File: config.mk
export PLATFORM = sky130hd
export DESIGN_NAME = sspg_ctrl
export DESIGN_NICKNAME = d
export VERILOG_FILES = /design/src/hw/rtl/shell_sort_pratt_gaps_top_defines.svh /design/src/hw/rtl/sspg_pkg.sv /design/src/hw/rtl/sspg_ctrl.sv
export SDC_FILE = /design/constraint.sdc
export NUM_CORES = 1
export LEC_CHECK = 0
export BUFFER_PORTS_ARGS = -buffer_cell sky130_fd_sc_hd__buf_2
export CORE_UTILIZATION = 46
export CTS_CLUSTER_DIAMETER = 30
export DETAILED_ROUTE_END_ITERATION = 10
export PLACE_DENSITY = 0.85
export SYNTH_ARGS = -nofsm -noshare
export SYNTH_HDL_FRONTEND = slang
export SYNTH_SLANG_ARGS = --single-unit
File: constraint.sdc
create_clock -name clock -period 2.23 [get_ports clock]
set_input_delay 0.446 -clock clock [delete_from_list [all_inputs] [get_ports clock]]
set_output_delay 0.446 -clock clock [all_outputs]
set_load 0.01 [all_outputs]
File: src/hw/rtl/shell_sort_pratt_gaps_top_defines.svh
// assertion helpers for the shell sort block
`ifndef SHELL_SORT_PRATT_GAPS_TOP_DEFINES_SVH
`define SHELL_SORT_PRATT_GAPS_TOP_DEFINES_SVH

`ifndef SYNTHESIS

// same-cycle implication
`define SSPG_ASSERT_IMPL(label, clk, rst, ante, cons) \
   label: assert property (@(posedge clk) disable iff (rst) (ante) |-> (cons)) \
      else $error("sspg: same-cycle check failed");

// next-cycle implication
`define SSPG_ASSERT_NEXT(label, clk, rst, ante, cons) \
   label: assert property (@(posedge clk) disable iff (rst) (ante) |=> (cons)) \
      else $error("sspg: next-cycle check failed");

// delayed implication, |=> with a further ## delay
`define SSPG_ASSERT_LATER(label, clk, rst, ante, cons) \
   label: assert property (@(posedge clk) disable iff (rst) (ante) |=> ##1 (cons)) \
      else $error("sspg: two-cycle check failed");

`else

`define SSPG_ASSERT_IMPL(label, clk, rst, ante, cons)
`define SSPG_ASSERT_NEXT(label, clk, rst, ante, cons)
`define SSPG_ASSERT_LATER(label, clk, rst, ante, cons)

`endif

`endif

File: src/hw/rtl/sspg_pkg.sv
package sspg_pkg;

   typedef logic [1:0] kind_type;
   typedef logic [1:0] status_type;

   // command kinds
   localparam kind_type KIND_PUSH  = 2'd0;
   localparam kind_type KIND_SORT  = 2'd1;
   localparam kind_type KIND_READ  = 2'd2;
   localparam kind_type KIND_CLEAR = 2'd3;

   // result status codes
   localparam status_type STAT_OK    = 2'd0;
   localparam status_type STAT_FULL  = 2'd1;
   localparam status_type STAT_EMPTY = 2'd2;

   typedef struct packed {
      kind_type           kind;
      logic signed [63:0] value_in;
   } req_type;

   typedef struct packed {
      logic signed [63:0] value_out;
      logic [31:0]        shift_count;
      logic               last_element;
      status_type         status;
   } rsp_type;

   // controller to datapath commands
   typedef struct packed {
      logic do_push;
      logic do_clear;
      logic rd_issue;
      logic rd_finish;
      logic srt_init;
      logic smooth_step;
      logic gap_dec;
      logic j_init;
      logic j_adv;
      logic rd_j;
      logic held_load;
      logic cmp_step;
      logic put;
      logic srt_finish;
   } dp_cmd_type;

   // datapath to controller status
   typedef struct packed {
      logic few;
      logic r_one;
      logic r_even;
      logic r_div3;
      logic gap_one;
      logic greater;
      logic more;
      logic j_last;
   } dp_stat_type;

endpackage

File: src/hw/rtl/sspg_ctrl.sv
module sspg_ctrl (
   input  logic                  clock,
   input  logic                  reset,
   input  logic                  start,
   input  sspg_pkg::kind_type    kind,
   input  sspg_pkg::dp_stat_type stat,
   output sspg_pkg::dp_cmd_type  cmd,
   output logic                  busy
);
   import sspg_pkg::*;

   typedef enum logic [7:0] {
      ST_IDLE   = 8'b0000_0001,
      ST_RDWAIT = 8'b0000_0010,
      ST_SMOOTH = 8'b0000_0100,
      ST_RDJ    = 8'b0000_1000,
      ST_HELD   = 8'b0001_0000,
      ST_CMP    = 8'b0010_0000,
      ST_PUT    = 8'b0100_0000,
      ST_FIN    = 8'b1000_0000
   } state_type;

   state_type state_ff, state_in;

   // next state and commands
   always_comb begin
      cmd      = '0;
      state_in = state_ff;
      unique case (state_ff)
         ST_IDLE: begin
            if (start) begin
               unique case (kind)
                  KIND_PUSH: begin
                     cmd.do_push = 1'b1;
                  end
                  KIND_SORT: begin
                     cmd.srt_init = 1'b1;
                     state_in     = stat.few ? ST_FIN : ST_SMOOTH;
                  end
                  KIND_READ: begin
                     cmd.rd_issue = 1'b1;
                     state_in     = ST_RDWAIT;
                  end
                  KIND_CLEAR: begin
                     cmd.do_clear = 1'b1;
                  end
                  default: begin
                     cmd.do_clear = 1'b1;
                  end
               endcase
            end
         end
         ST_RDWAIT: begin
            cmd.rd_finish = 1'b1;
            state_in      = ST_IDLE;
         end
         // strip factors of two and three until one is left, else step to the next lower gap
         ST_SMOOTH: begin
            if (stat.r_one) begin
               cmd.j_init = 1'b1;
               state_in   = ST_RDJ;
            end else if (stat.r_even || stat.r_div3) begin
               cmd.smooth_step = 1'b1;
            end else if (stat.gap_one) begin
               state_in = ST_FIN;
            end else begin
               cmd.gap_dec = 1'b1;
            end
         end
         ST_RDJ: begin
            cmd.rd_j = 1'b1;
            state_in = ST_HELD;
         end
         ST_HELD: begin
            cmd.held_load = 1'b1;
            state_in      = ST_CMP;
         end
         // gapped insertion: shift while the neighbor is larger
         ST_CMP: begin
            cmd.cmp_step = 1'b1;
            if (stat.greater) begin
               if (!stat.more) begin
                  state_in = ST_PUT;
               end
            end else if (!stat.j_last) begin
               cmd.j_adv = 1'b1;
               state_in  = ST_RDJ;
            end else if (stat.gap_one) begin
               state_in = ST_FIN;
            end else begin
               cmd.gap_dec = 1'b1;
               state_in    = ST_SMOOTH;
            end
         end
         ST_PUT: begin
            cmd.put = 1'b1;
            if (!stat.j_last) begin
               cmd.j_adv = 1'b1;
               state_in  = ST_RDJ;
            end else if (stat.gap_one) begin
               state_in = ST_FIN;
            end else begin
               cmd.gap_dec = 1'b1;
               state_in    = ST_SMOOTH;
            end
         end
         ST_FIN: begin
            cmd.srt_finish = 1'b1;
            state_in       = ST_IDLE;
         end
         default: begin
            state_in = ST_IDLE;
         end
      endcase
   end

   // state register
   always_ff @(posedge clock) begin
      if (reset) begin
         state_ff <= ST_IDLE;
      end else begin
         state_ff <= state_in;
      end
   end

   assign busy = (state_ff != ST_IDLE);

endmodule

==> reports/summary.txt <==
First-pass GRT wire length -> 2820 um
Largest register by flop count -> state_ff
Clk_lat worst skew -> 0.27 ns
WP buf/inv -> 1
Worst path required time -> 1.78 ns
Worst hold path stage count -> 2
Clock slew at reported path FFs -> 0.06 ns
Synth Net Count -> 99
Psw -> 0.000169 W
Simple-gate share of the synthesized area -> 0.464
Htree depth -> 1
Switching part of the total -> 0.349
IO buf count -> 27
Fin crit period -> 2.31 ns
Slew @ Worst Pin -> 0.476 ns
Hold path endpoint -> state_ff[5]
Hold Startpoint -> reset
Largest net degree at the start of global routing -> 12
Clock Sinks -> 8
Ratio of cells with drive above 1 in the final layout -> 0.447
Cell count of the worst reg-to-reg path -> 4
Clk buf depth -> 2
FF-to-FF setup slack -> 0.35 ns
Initial antenna violation count -> 0
Initial drt markers -> 19
Fin cells -> 129
Final Hold Vio Count -> 0
Max stage delay on crit path -> 0.54 ns
Top-count cell post-synth -> nor2_1
Asr flop ratio synth -> 0
Peak supply drop -> 312 uV
Core Util, Final -> 0.673
CTS tree -> yes
Vias/cell -> 6.12
Sequential Power Share -> 0.353
Core Box Area -> 1330 sq um
Top delay family on crit path -> simple AND/OR/NAND/NOR gates
Vias in the first global route -> 667
Full die area -> 1610 sq um
Final Skew -> 0.00648 ns
Post-synthesis mux area share -> 0
Crit path kind -> flip-flop to primary output
Final setup fails -> 1
Relative slew margins -> 0.683
MaxCap Viol Count -> 0
Critical Path End Type -> primary output
Final Net Count -> 133
Post-Synth XOR/XNOR Area -> 0.0131
Regs by FF count -> state_ff: 8 flops
Routed wire length per instance -> 14.7 um
Total track usage -> 0.269
Post-DP HPWL -> 1440 um
Yosys top cell by area -> dfxtp_1
Sequential area share after synthesis -> 0.239
Failing checks -> setup timing
Slew Viols, Final -> 0
Row count -> 13
Setup TNS after final layout -> -0.0756 ns
Synth top area share -> 0.239
Area delta synth->final -> 34.0%
Hold buffer count at cts -> 0
Post-Syn Instances -> 82
Final GP Congestion -> 0.815
1st-pass router iterations -> 4
Worst path cell trace -> or4_4, or3_4, a211oi_2, buf_2
Crit path launch type -> flip-flop
Synth Area in Compound Gates -> 0.178
Synth Flop Type -> dfxtp_1
Critical path arrival -> 1.86 ns
Inst Count DP -> 125
TritonCTS buffer count -> 3
Synth cell count leaders -> nor2_1 (9), dfxtp_1 (8), nand2_1 (6)
Final period util -> 1.03
Ranking of synthesized cells by area -> dfxtp_1 (24%), ha_1 (7.5%), nor2_1 (5.0%)
Final wirelength -> 1900 um
Grt total ovfl -> 0
Post-route antenna net violation count -> 0
Vias -> 790
HP Class -> input pin to flip-flop
DRC violations left -> 0
Outcome -> complete, but fails checks
EDFF count, synth -> 0
Inserted Diodes -> 0
Worst hold slack -> 0.403 ns
Yosys reg bits -> 8
PD cells -> 540 nW/um^2
Peak Freq -> 0.434 GHz
Mapped Area -> 669 sq um
RSZ-0062 raised after global routing -> true
I/O pin cnt -> 28
Mapped Avg Cell Area -> 8.16 sq um
Post-Synth Adder-Cell Area -> 0.0748
Synth Warn # -> 0
Peak fanout along the critical path -> 5
DIE WIDTH -> 40.1 um
Main combinational cell family by area after synthesis -> simple AND/OR/NAND/NOR gates
Root Driver -> clkbuf_4
Clock Power Share -> 0.243
Worst setup margin -> -0.0756 ns
Int Pwr -> 0.000316 W
Die height -> 40.1 um
Yosys cell types -> 32
CP max stage cell -> or4_4
Critical R2R Launch -> state_ff[4]
Starting Density -> 0.502
Max reg flops -> 8
Logic pwr share -> 0.405
Reg2Reg Capture Point -> state_ff[2]
Leakage power -> 0.468 nW
Total power -> 0.000485 W
==> cells in the final DEF, fill, tap and decap left out, types with 2 or more instances in the layout <==
| cell type | count |
|---|---|
| dfxtp_1 | 2 |
| or4b_1 | 2 |
| and3_1 | 5 |
| buf_4 | 4 |
| nor2_1 | 8 |
| nand2b_1 | 2 |
| dfxtp_2 | 6 |
| buf_2 | 27 |
| nor3_1 | 4 |
| inv_1 | 3 |
| nand2_1 | 6 |
| clkbuf_4 | 3 |
| ha_1 | 4 |
| or4_4 | 2 |
| nor2b_1 | 3 |
| a211oi_1 | 3 |
| a221o_1 | 3 |
| or4b_2 | 3 |
| a21oi_1 | 3 |
==> worst max path at each step <==
| stage | startpoint | to | slack, ns | cells past startpoint |
|---|---|---|---|---|
| global placement | state_ff[3] | cmd[5] | 0.22 | 4 |
| global route | state_ff[7] | cmd[5] | -0.14 | 4 |
| CTS | state_ff[7] | cmd[5] | -0.04 | 4 |
| detailed placement | state_ff[6] | cmd[7] | 0.14 | 5 |
| floorplan | state_ff[7] | cmd[5] | 0.17 | 3 |
| finish | state_ff[7] | cmd[5] | -0.08 | 4 |
==> power groups by stage <==
stage	logic (W)	clock network, W	registers [W]
5_1_grt	0.000215	0.000131	0.000172
3_3_place_gp	0.000176	0	0.000168
6_report	0.000196	0.000118	0.000171
4_1_cts	0.000191	0.000122	0.000169
3_5_place_dp	0.000181	0	0.000169
2_1_floorplan	0.000107	0	0.000165
==> cell type report <==
type,instances,area (sq um)
fillers,137,437
repair buffers,31,165
inverters,3,11.3
multi-input cells,69,512
well taps,15,18.8
clock buffers,3,22.5
flip-flops and latches,8,168
==> stage by stage <==
stage	setup slack (ns)	cell area, sq um
after detailed placement	0.135	836
final	-0.0756	897
after global placement	0.216	836
after CTS	-0.0377	892
after global routing	-0.136	897
after floorplan	0.173	669
==> per-layer routing <==
metal | track usage | wire (um)
met2 | 0.484 | 963
met1 | 0.294 | 797
met4 | 0.121 | 27
met3 | 0.0611 | 113
met5 | 0 | 0
==> what timing repair did <==
| item | CTS | global route |
|---|---|---|
| buffers inserted | 1 | 0 |
| pin swaps | 0 | 0 |
| resized for setup | 9 | 3 |
| hold endpoints to repair | 0 | 0 |
| setup endpoints to repair | 6 | 8 |
| cloned | 0 | 0 |
==> cells by family after synthesis <==
group	Yosys count
xor gates and xnor gates	1
adders and majority gates	4
AOI/OAI and AO/OA	15
DFF	8
buffers and inverters	5
and+or+nand+nor	49
No activity file was read; power rests on OpenSTA's default activity.
